--- src/h2r_pkg.sv ---
// ----------------------------------------------------------------------------
// h2r_pkg: shared constants and types for the HSV to RGB converter
// Hue reduction constants, reciprocal multipliers and the sector code.
// ----------------------------------------------------------------------------
package h2r_pkg;

  localparam int FRAC_BITS_DEF = 12;   // Q1.12 default scale
  localparam int FIELD_W       = 13;   // saturation, brightness, r/g/b port width
  localparam int HUE_W         = 20;   // hue port width, 1/64 degree units

  localparam int HUE_FULL      = 23040; // 360 degrees
  localparam int HUE_SECTOR    = 3840;  // 60 degrees
  localparam int HH_W          = 15;    // reduced hue, < 23040
  localparam int DIFF_W        = 16;    // reduced hue before correction, < 46080
  localparam int REM_W         = 12;    // position within a sector, < 3840

  // floor(hue / 23040) estimate: (hue * 1456) >> 25, low by at most one
  localparam int HUE_RECIP     = 1456;
  localparam int HUE_RECIP_SH  = 25;
  localparam int HUE_PROD_W    = 31;
  localparam int QUOT_W        = 6;

  // floor(x / 15) for x < 2^20: (x * 1118482) >> 24, exact
  localparam int DIV15_RECIP   = 1118482;
  localparam int DIV15_SH      = 24;
  localparam int DIV15_W       = 21;
  localparam int DIV256_SH     = 8;     // 3840 = 256 * 15

  // item latency from accept to done strobe
  localparam int LATENCY       = 8;

  typedef enum logic [2:0] {
    SEC_RED_YEL = 3'd0,
    SEC_YEL_GRN = 3'd1,
    SEC_GRN_CYN = 3'd2,
    SEC_CYN_BLU = 3'd3,
    SEC_BLU_MAG = 3'd4,
    SEC_MAG_RED = 3'd5
  } sector_t;

endpackage

--- src/h2r_hue_split.sv ---
// ----------------------------------------------------------------------------
// h2r_hue_split: hue reduction and sector split
// Clamps s and v, reduces hue mod 360 deg, splits into sector and fraction.
// Five register stages.
// ----------------------------------------------------------------------------
module h2r_hue_split #(
  parameter int FRAC_BITS = h2r_pkg::FRAC_BITS_DEF
) (
  input  logic                          clk,
  input  logic                          rst,
  input  logic                          in_valid,
  input  logic [h2r_pkg::HUE_W-1:0]     hue,
  input  logic [h2r_pkg::FIELD_W-1:0]   saturation,
  input  logic [h2r_pkg::FIELD_W-1:0]   brightness,
  output logic                          out_valid,
  output h2r_pkg::sector_t              sector,
  output logic [FRAC_BITS:0]            frac,
  output logic [FRAC_BITS:0]            sat,
  output logic [FRAC_BITS:0]            val
);
  import h2r_pkg::*;

  localparam int W      = FRAC_BITS + 1;
  localparam int CMP_W  = (FIELD_W > W) ? FIELD_W : W;
  localparam int NUM_W  = FRAC_BITS + 4;
  localparam int FPR_W  = NUM_W + DIV15_W;
  localparam logic [W-1:0] ONE = W'(1) << FRAC_BITS;
  localparam int STAGES = 5;

  logic [STAGES-1:0] vld;
  logic [W-1:0]      sat_d [STAGES];
  logic [W-1:0]      val_d [STAGES];

  logic [HUE_W-1:0]  s1_hue;
  logic [QUOT_W-1:0] s1_quot;
  logic [DIFF_W-1:0] s2_diff;
  logic [HH_W-1:0]   s3_hh;
  sector_t           s4_sector;
  logic [REM_W-1:0]  s4_rem;
  sector_t           s5_sector;
  logic [W-1:0]      s5_frac;

  logic [CMP_W-1:0]      sat_x, val_x;
  logic [W-1:0]          sat_c, val_c;
  logic [HUE_PROD_W-1:0] hue_prod;
  logic [HUE_W-1:0]      diff_full;
  logic [HH_W-1:0]       hh_next;
  sector_t               sector_next;
  logic [REM_W-1:0]      rem_next;
  logic [NUM_W-1:0]      frac_num;
  logic [FPR_W-1:0]      frac_prod;

  // clamp to 1.0
  always_comb begin
    sat_x = CMP_W'(saturation);
    val_x = CMP_W'(brightness);
    sat_c = (sat_x > CMP_W'(ONE)) ? ONE : W'(sat_x);
    val_c = (val_x > CMP_W'(ONE)) ? ONE : W'(val_x);
  end

  assign hue_prod  = HUE_PROD_W'(hue) * HUE_PROD_W'(HUE_RECIP);
  assign diff_full = s1_hue - HUE_W'(s1_quot) * HUE_W'(HUE_FULL);

  // quotient estimate may be one low: one conditional subtract
  assign hh_next = (s2_diff >= DIFF_W'(HUE_FULL)) ? HH_W'(s2_diff - DIFF_W'(HUE_FULL))
                                                  : HH_W'(s2_diff);

  always_comb begin
    if (s3_hh >= HH_W'(5 * HUE_SECTOR)) begin
      sector_next = SEC_MAG_RED;
      rem_next    = REM_W'(s3_hh - HH_W'(5 * HUE_SECTOR));
    end else if (s3_hh >= HH_W'(4 * HUE_SECTOR)) begin
      sector_next = SEC_BLU_MAG;
      rem_next    = REM_W'(s3_hh - HH_W'(4 * HUE_SECTOR));
    end else if (s3_hh >= HH_W'(3 * HUE_SECTOR)) begin
      sector_next = SEC_CYN_BLU;
      rem_next    = REM_W'(s3_hh - HH_W'(3 * HUE_SECTOR));
    end else if (s3_hh >= HH_W'(2 * HUE_SECTOR)) begin
      sector_next = SEC_GRN_CYN;
      rem_next    = REM_W'(s3_hh - HH_W'(2 * HUE_SECTOR));
    end else if (s3_hh >= HH_W'(HUE_SECTOR)) begin
      sector_next = SEC_YEL_GRN;
      rem_next    = REM_W'(s3_hh - HH_W'(HUE_SECTOR));
    end else begin
      sector_next = SEC_RED_YEL;
      rem_next    = REM_W'(s3_hh);
    end
  end

  // f = (rem << FB) / 3840 = (rem << (FB-8)) / 15
  assign frac_num  = NUM_W'(s4_rem) << (FRAC_BITS - DIV256_SH);
  assign frac_prod = FPR_W'(frac_num) * FPR_W'(DIV15_RECIP);

  always_ff @(posedge clk) begin
    if (rst) begin
      vld <= '0;
    end else begin
      vld <= {vld[STAGES-2:0], in_valid};
    end
  end

  always_ff @(posedge clk) begin
    sat_d[0] <= sat_c;
    val_d[0] <= val_c;
    for (int i = 1; i < STAGES; i++) begin
      sat_d[i] <= sat_d[i-1];
      val_d[i] <= val_d[i-1];
    end
    s1_hue    <= hue;
    s1_quot   <= hue_prod[HUE_PROD_W-1:HUE_RECIP_SH];
    s2_diff   <= diff_full[DIFF_W-1:0];
    s3_hh     <= hh_next;
    s4_sector <= sector_next;
    s4_rem    <= rem_next;
    s5_sector <= s4_sector;
    s5_frac   <= W'(frac_prod[DIV15_SH+FRAC_BITS-1:DIV15_SH]);
  end

  assign out_valid = vld[STAGES-1];
  assign sector    = s5_sector;
  assign frac      = s5_frac;
  assign sat       = sat_d[STAGES-1];
  assign val       = val_d[STAGES-1];

  a_hh_range: assert property (@(posedge clk) disable iff (rst)
    vld[2] |-> s3_hh < HH_W'(HUE_FULL))
    else $error("reduced hue out of range");
  a_rem_range: assert property (@(posedge clk) disable iff (rst)
    vld[3] |-> s4_rem < REM_W'(HUE_SECTOR))
    else $error("sector remainder out of range");
  a_frac_range: assert property (@(posedge clk) disable iff (rst)
    vld[4] |-> s5_frac < ONE)
    else $error("fraction reached one");

endmodule

--- src/h2r_pqt.sv ---
// ----------------------------------------------------------------------------
// h2r_pqt: p, q, t products
// Two multiplier stages: s*f terms and p, then q and t.
// ----------------------------------------------------------------------------
module h2r_pqt #(
  parameter int FRAC_BITS = h2r_pkg::FRAC_BITS_DEF
) (
  input  logic               clk,
  input  logic               rst,
  input  logic               in_valid,
  input  h2r_pkg::sector_t   in_sector,
  input  logic [FRAC_BITS:0] frac,
  input  logic [FRAC_BITS:0] sat,
  input  logic [FRAC_BITS:0] val,
  output logic               out_valid,
  output h2r_pkg::sector_t   out_sector,
  output logic [FRAC_BITS:0] v_out,
  output logic [FRAC_BITS:0] p_out,
  output logic [FRAC_BITS:0] q_out,
  output logic [FRAC_BITS:0] t_out
);
  import h2r_pkg::*;

  localparam int W  = FRAC_BITS + 1;
  localparam int PW = 2 * W;
  localparam logic [W-1:0] ONE = W'(1) << FRAC_BITS;

  logic [1:0]  vld;
  sector_t     a_sector, b_sector;
  logic [W-1:0] a_v, a_p, a_sf, a_sfc;
  logic [W-1:0] b_v, b_p, b_q, b_t;

  logic [PW-1:0] sf_prod, sfc_prod, p_prod, q_prod, t_prod;

  // stage A: s*f, s*(1-f), v*(1-s); all results <= ONE
  assign sf_prod  = PW'(sat) * PW'(frac);
  assign sfc_prod = PW'(sat) * PW'(ONE - frac);
  assign p_prod   = PW'(val) * PW'(ONE - sat);

  // stage B
  assign q_prod = PW'(a_v) * PW'(ONE - a_sf);
  assign t_prod = PW'(a_v) * PW'(ONE - a_sfc);

  always_ff @(posedge clk) begin
    if (rst) begin
      vld <= '0;
    end else begin
      vld <= {vld[0], in_valid};
    end
  end

  always_ff @(posedge clk) begin
    a_sector <= in_sector;
    a_v      <= val;
    a_sf     <= sf_prod[FRAC_BITS+W-1:FRAC_BITS];
    a_sfc    <= sfc_prod[FRAC_BITS+W-1:FRAC_BITS];
    a_p      <= p_prod[FRAC_BITS+W-1:FRAC_BITS];
    b_sector <= a_sector;
    b_v      <= a_v;
    b_p      <= a_p;
    b_q      <= q_prod[FRAC_BITS+W-1:FRAC_BITS];
    b_t      <= t_prod[FRAC_BITS+W-1:FRAC_BITS];
  end

  assign out_valid  = vld[1];
  assign out_sector = b_sector;
  assign v_out      = b_v;
  assign p_out      = b_p;
  assign q_out      = b_q;
  assign t_out      = b_t;

endmodule

--- src/hsv_to_rgb_convert.sv ---
// ----------------------------------------------------------------------------
// hsv_to_rgb_convert: HSV to RGB color converter, one pixel per clock
// Hue in 1/64 degree, saturation and value in Q1.FRAC_BITS; RGB out in
// the same scale as value.
// ----------------------------------------------------------------------------
// Usage:
//   Input channel: drive hue, saturation, brightness and raise start. The
//   item is taken at any edge with start high and busy low. busy is tied
//   low: the pipeline takes a new item every cycle.
//   Output channel: done pulses for one cycle with red, green, blue valid
//   during that cycle. The receiver has no way to stall; results must be
//   taken when done is high.
//   Throughput: one item per cycle, set by the fully pipelined datapath:
//   from the accepting edge to the result, each item passes 5 stages of
//   hue reduction and fraction, 2 multiplier stages and 1 output register.
//   Saturation and brightness above 1.0 are clamped to 1.0; hue of any
//   value is reduced modulo 360 degrees. Zero saturation gives grey.
//   Reset (rst, synchronous) clears all valid bits: items in flight are
//   dropped and done stays low until new items pass through.
// ----------------------------------------------------------------------------
module hsv_to_rgb_convert #(
  parameter int FRAC_BITS = h2r_pkg::FRAC_BITS_DEF
) (
  input  logic                        clk,
  input  logic                        rst,
  input  logic                        start,
  output logic                        busy,
  input  logic [h2r_pkg::HUE_W-1:0]   hue,
  input  logic [h2r_pkg::FIELD_W-1:0] saturation,
  input  logic [h2r_pkg::FIELD_W-1:0] brightness,
  output logic                        done,
  output logic [h2r_pkg::FIELD_W-1:0] red,
  output logic [h2r_pkg::FIELD_W-1:0] green,
  output logic [h2r_pkg::FIELD_W-1:0] blue
);
  import h2r_pkg::*;

  localparam int W = FRAC_BITS + 1;

  // hue split -> products
  logic         hs_valid;
  sector_t      hs_sector;
  logic [W-1:0] hs_frac, hs_sat, hs_val;

  // products -> output select
  logic         pq_valid;
  sector_t      pq_sector;
  logic [W-1:0] pq_v, pq_p, pq_q, pq_t;

  logic [W-1:0] r_sel, g_sel, b_sel;

  assign busy = 1'b0;

  h2r_hue_split #(
    .FRAC_BITS (FRAC_BITS)
  ) u_hue_split (
    .clk        (clk),
    .rst        (rst),
    .in_valid   (start & ~busy),
    .hue        (hue),
    .saturation (saturation),
    .brightness (brightness),
    .out_valid  (hs_valid),
    .sector     (hs_sector),
    .frac       (hs_frac),
    .sat        (hs_sat),
    .val        (hs_val)
  );

  h2r_pqt #(
    .FRAC_BITS (FRAC_BITS)
  ) u_pqt (
    .clk        (clk),
    .rst        (rst),
    .in_valid   (hs_valid),
    .in_sector  (hs_sector),
    .frac       (hs_frac),
    .sat        (hs_sat),
    .val        (hs_val),
    .out_valid  (pq_valid),
    .out_sector (pq_sector),
    .v_out      (pq_v),
    .p_out      (pq_p),
    .q_out      (pq_q),
    .t_out      (pq_t)
  );

  // channel order per sector
  always_comb begin
    unique case (pq_sector)
      SEC_RED_YEL: begin r_sel = pq_v; g_sel = pq_t; b_sel = pq_p; end
      SEC_YEL_GRN: begin r_sel = pq_q; g_sel = pq_v; b_sel = pq_p; end
      SEC_GRN_CYN: begin r_sel = pq_p; g_sel = pq_v; b_sel = pq_t; end
      SEC_CYN_BLU: begin r_sel = pq_p; g_sel = pq_q; b_sel = pq_v; end
      SEC_BLU_MAG: begin r_sel = pq_t; g_sel = pq_p; b_sel = pq_v; end
      default:     begin r_sel = pq_v; g_sel = pq_p; b_sel = pq_q; end
    endcase
  end

  always_ff @(posedge clk) begin
    if (rst) begin
      done <= 1'b0;
    end else begin
      done <= pq_valid;
    end
  end

  // output fields masked / extended to port width
  always_ff @(posedge clk) begin
    red   <= FIELD_W'(r_sel);
    green <= FIELD_W'(g_sel);
    blue  <= FIELD_W'(b_sel);
  end

  a_latency: assert property (@(posedge clk) disable iff (rst)
    (start && !busy) |-> ##LATENCY done)
    else $error("item did not reach output at expected latency");
  a_grey: assert property (@(posedge clk) disable iff (rst)
    (start && !busy && saturation == '0) |-> ##LATENCY (red == green && green == blue))
    else $error("zero saturation did not give grey");
  a_rst_quiet: assert property (@(posedge clk)
    rst |=> !done)
    else $error("done strobe right after reset");

endmodule

--- config.mk ---
export PLATFORM = sky130hd
export DESIGN_NAME = hsv_to_rgb_convert
export DESIGN_NICKNAME = d
export VERILOG_FILES = /design/src/h2r_pkg.sv /design/src/h2r_hue_split.sv /design/src/h2r_pqt.sv /design/src/hsv_to_rgb_convert.sv
export SDC_FILE = /design/constraint.sdc
export NUM_CORES = 2
export LEC_CHECK = 0
export CORE_ASPECT_RATIO = 0.5
export CORE_MARGIN = 2
export CORE_UTILIZATION = 35
export CTS_CLUSTER_DIAMETER = 40
export DETAILED_ROUTE_END_ITERATION = 8
export DONT_BUFFER_PORTS = 1
export GPL_TIMING_DRIVEN = 1
export PLACE_DENSITY = 0.55
export SYNTH_ARGS = -nofsm -noshare
export SYNTH_HDL_FRONTEND = slang
export SYNTH_HIERARCHICAL = 1
export SYNTH_SLANG_ARGS = --single-unit
--- constraint.sdc ---
create_clock -name clk -period 8.4 [get_ports clk]
set_clock_uncertainty 0.05 [all_clocks]
set_input_delay 0.42 -clock clk [delete_from_list [all_inputs] [get_ports clk]]
set_output_delay 0.42 -clock clk [all_outputs]
set_load 0.01 [all_outputs]
==> flow_metrics.env <==
export IMPL_outcome="finished, violations left"
export IMPL_violations="max-slew violations"
export IMPL_wirelength_um=102000
export IMPL_worstSkewPairLatency_ns=0.59
export IMPL_hold_path_class="input pin to flip-flop"
export IMPL_synth_avg_cell_area_sq_um=9.42
export IMPL_vias=29500
export IMPL_setup_slack_ns=1.14
export IMPL_grt_setup_unrepaired="no"
export IMPL_cts_htree_levels=2
export IMPL_critPathMaxStageDelay_ns=0.98
export IMPL_grt_usage_pct=16.4
export IMPL_ys_top_cells_by_area="fa_1, dfxtp_1, ha_1, inv_1, and2_1"
export IMPL_grt_pass1_vias=32000
export IMPL_drv_slew=13
export IMPL_grt_pass1_wl_um=168000
export IMPL_nNetsFinal=5873
export IMPL_crit_path_frequent_cell="fa_1"
export IMPL_die_h_um=254
export IMPL_place_ws_ns=1.12
export IMPL_synth_edff_count=0
export IMPL_globalRouteOverflowTotal=0
export IMPL_syn_area_sq_um=43700
export IMPL_synth_seq_cells=370
export IMPL_critPathKind="flip-flop to flip-flop"
export IMPL_worst_setup_path_start_kind="flip-flop"
export IMPL_synth_nets=5931
export IMPL_coreArea_sq_um=124000
export IMPL_fin_tns_setup_ns=0
export IMPL_gp_congestion=0.859
export IMPL_slew_headroom_pct=-36.1
export IMPL_period_minus_slack_ns=7.26
export IMPL_path_cells="inv_1 > ha_1 > nand2_1 > xor2_1 > nand2_1 > fa_1 > fa_1 > fa_1 > inv_1 > fa_1 > fa_1 > inv_1 > fa_1 > inv_1 > ha_1 > a21o_1 > a21oi_1 > o21ai_0 > nand2_1 > a31oi_2 > a211o_1 > a21oi_1 > xnor2_1"
export IMPL_clock_fmax_ghz=0.138
export IMPL_antenna_found_initial=5
export IMPL_required_ns=8.87
export IMPL_area_delta_synth_final_pct=8.53
export IMPL_drv_cap=0
export IMPL_cp_end_kind="flip-flop"
export IMPL_cts_tree="done"
export IMPL_syn_inst=4635
export IMPL_synth_top_area_share_pct=32.1
export IMPL_rows=91
export IMPL_cts_resized=0
export IMPL_crit_arrival_ns=7.73
export IMPL_dieArea_sq_um=128000
export IMPL_crit_path_top_delay_cell="xor2_1"
export IMPL_async_reset_ff_share_pct=0
export IMPL_dpl_hpwl_um=81000
export IMPL_initial_core_util_pct=35.3
export IMPL_wl_per_cell_um=16.2
export IMPL_synth_flop_cell="dfxtp_1"
export IMPL_clk_pin_slew_worst_paths_ns=0.06
export IMPL_final_util_pct=38.4
export IMPL_yosysMostFrequentCell="inv_1"
export IMPL_dr_pass1_iters=5
export IMPL_whs_ns=0.231
export IMPL_grt_max_degree=69
export IMPL_worstPathMaxFanout=15
export IMPL_cts_made_buffers=48
export IMPL_synth_largest_area_cell="fa_1"
export IMPL_yosysUniqueCellTypes=92
export IMPL_cts_max_path_buffers=3
export IMPL_drc=0
export IMPL_ios=90
export IMPL_finalCritPeriodShare_pct=86.5
export IMPL_synth_common_cells="inv_1, fa_1, ha_1, nand2_1, and2_1"
export IMPL_yosysWarningCount=6
export IMPL_viasPerCell=4.70
export IMPL_die_width_um=503
export IMPL_yosysSeqAreaShare_pct=17.0
export IMPL_port_buffers=0
export IMPL_post_cts_buffers=0
export IMPL_cts_root_buffer="clkbuf_16"
export IMPL_setup_viol=0
export IMPL_tightest_slew_ns=2.02
export IMPL_ant_nets=0
export IMPL_first_iter_violations=1480
export IMPL_cts_sinks=370
export IMPL_drive_gt1_share_pct=5.18
export IMPL_hold_violations=0
## kinds of logic (layout without fill, tap and decap cells)
family	Yosys count	count (layout)	synth area share (%)
buffers and inverters	1239	1220	11.1
other	2	4	0.0172
AND/OR/NAND/NOR	1252	1252	14.8
multiplexers	29	29	0.719
XOR/XNOR	165	165	3.34
adder cells (fa/ha/maj)	1247	1247	47.8
AO/OA/AOI/OAI	331	331	5.24
flip-flops	370	370	17.0
## final cells by class
type	count	area [sq um]
antenna	2	5.00
clock buffer	59	1320
clock inverter	30	358
fill	12200	76200
inverter	1014	3810
multi-input combinational	3026	31400
sequential	370	7410
tap	1674	2090
timing repair buffer	117	988
## cells in the final DEF (no fill, tap or decap), types with 43 or more instances in the layout
master | netlist | routed
dlygate4sd3_1 | 0 | 44
inv_1 | 1012 | 1012
nor2b_1 | 50 | 50
and2_1 | 425 | 425
clkbuf_16 | 0 | 50
o21ai_0 | 43 | 43
dfxtp_1 | 370 | 368
nand2_1 | 454 | 454
buf_4 | 32 | 73
xnor2_1 | 111 | 111
fa_1 | 700 | 700
a21oi_1 | 82 | 82
ha_1 | 547 | 547
xor2_1 | 52 | 52
nor2_1 | 121 | 121
## sequential cells by signal, indices dropped and copies added, names as in the netlist, 5 cells and up
name / cells
u_hue_split/sat_d: 65
u_hue_split/val_d: 65
u_hue_split/s1_hue: 16
u_hue_split/s2_diff: 16
u_hue_split/s3_hh: 15
blue: 13
green: 13
red: 13
u_pqt/a_p: 13
u_pqt/a_sf: 13
u_pqt/a_sfc: 13
u_pqt/a_v: 13
u_pqt/p_out: 13
u_pqt/q_out: 13
u_pqt/t_out: 13
u_pqt/v_out: 13
u_hue_split/frac: 12
u_hue_split/s4_rem: 12
u_hue_split/s1_quot: 6
u_hue_split/vld: 5
## worst max-delay path: cells and delay by family, from the launching register on
family / cells / cell delay, ns
adder cells (fa/ha/maj): 8 / 3.59
XOR/XNOR: 2 / 1.11
AO/OA/AOI/OAI: 6 / 1.10
flip-flops: 1 / 0.67
AND/OR/NAND/NOR: 3 / 0.44
buffers and inverters: 4 / 0.23
## through the flow
| step | cells | cell area (sq um) |
|---|---|---|
| final | 6292 | 47400 |
| after global routing | 6292 | 47400 |
| after CTS | 6290 | 47400 |
| after detailed placement | 6157 | 45300 |
| after global placement | 6157 | 45300 |
| after floorplan | 4635 | 43700 |
## path summary, 6_finish.rpt
kind / startpoint / end / slack (ns) / depth (start not counted)
max: u_pqt/a_sf[0]$_DFF_P_ / u_pqt/q_out[12]$_DFF_P_ / 1.14 / 23
min reg2reg: u_hue_split/sat_d[0][45]$_DFF_P_ / u_hue_split/sat_d[0][58]$_DFF_P_ / 0.27 / 0
min: hue[19] / u_hue_split/s1_quot[5]$_DFF_P_ / 0.23 / 2
max reg2reg: u_pqt/a_sf[0]$_DFF_P_ / u_pqt/q_out[12]$_DFF_P_ / 1.14 / 23
## per-layer routing
layer / vias to the layer above / global-route usage, % / share of wire (%)
li1: 14000 / - / -
met1: 14800 / 22.4 / 47
met2: 661 / 27.3 / 46
met3: 150 / 2.18 / 4.9
met4: 6 / 4.16 / 2.2
met5: - / 0 / 0.031
## timing repair
action / in CTS / in global routing
hold buffers: 44 / 0
hold endpoints to repair: 50 / 0
setup endpoints to repair: 0 / 0
Power is not shown: default switching activity piles up to over one toggle a cycle in this logic, so the estimate is an artifact.
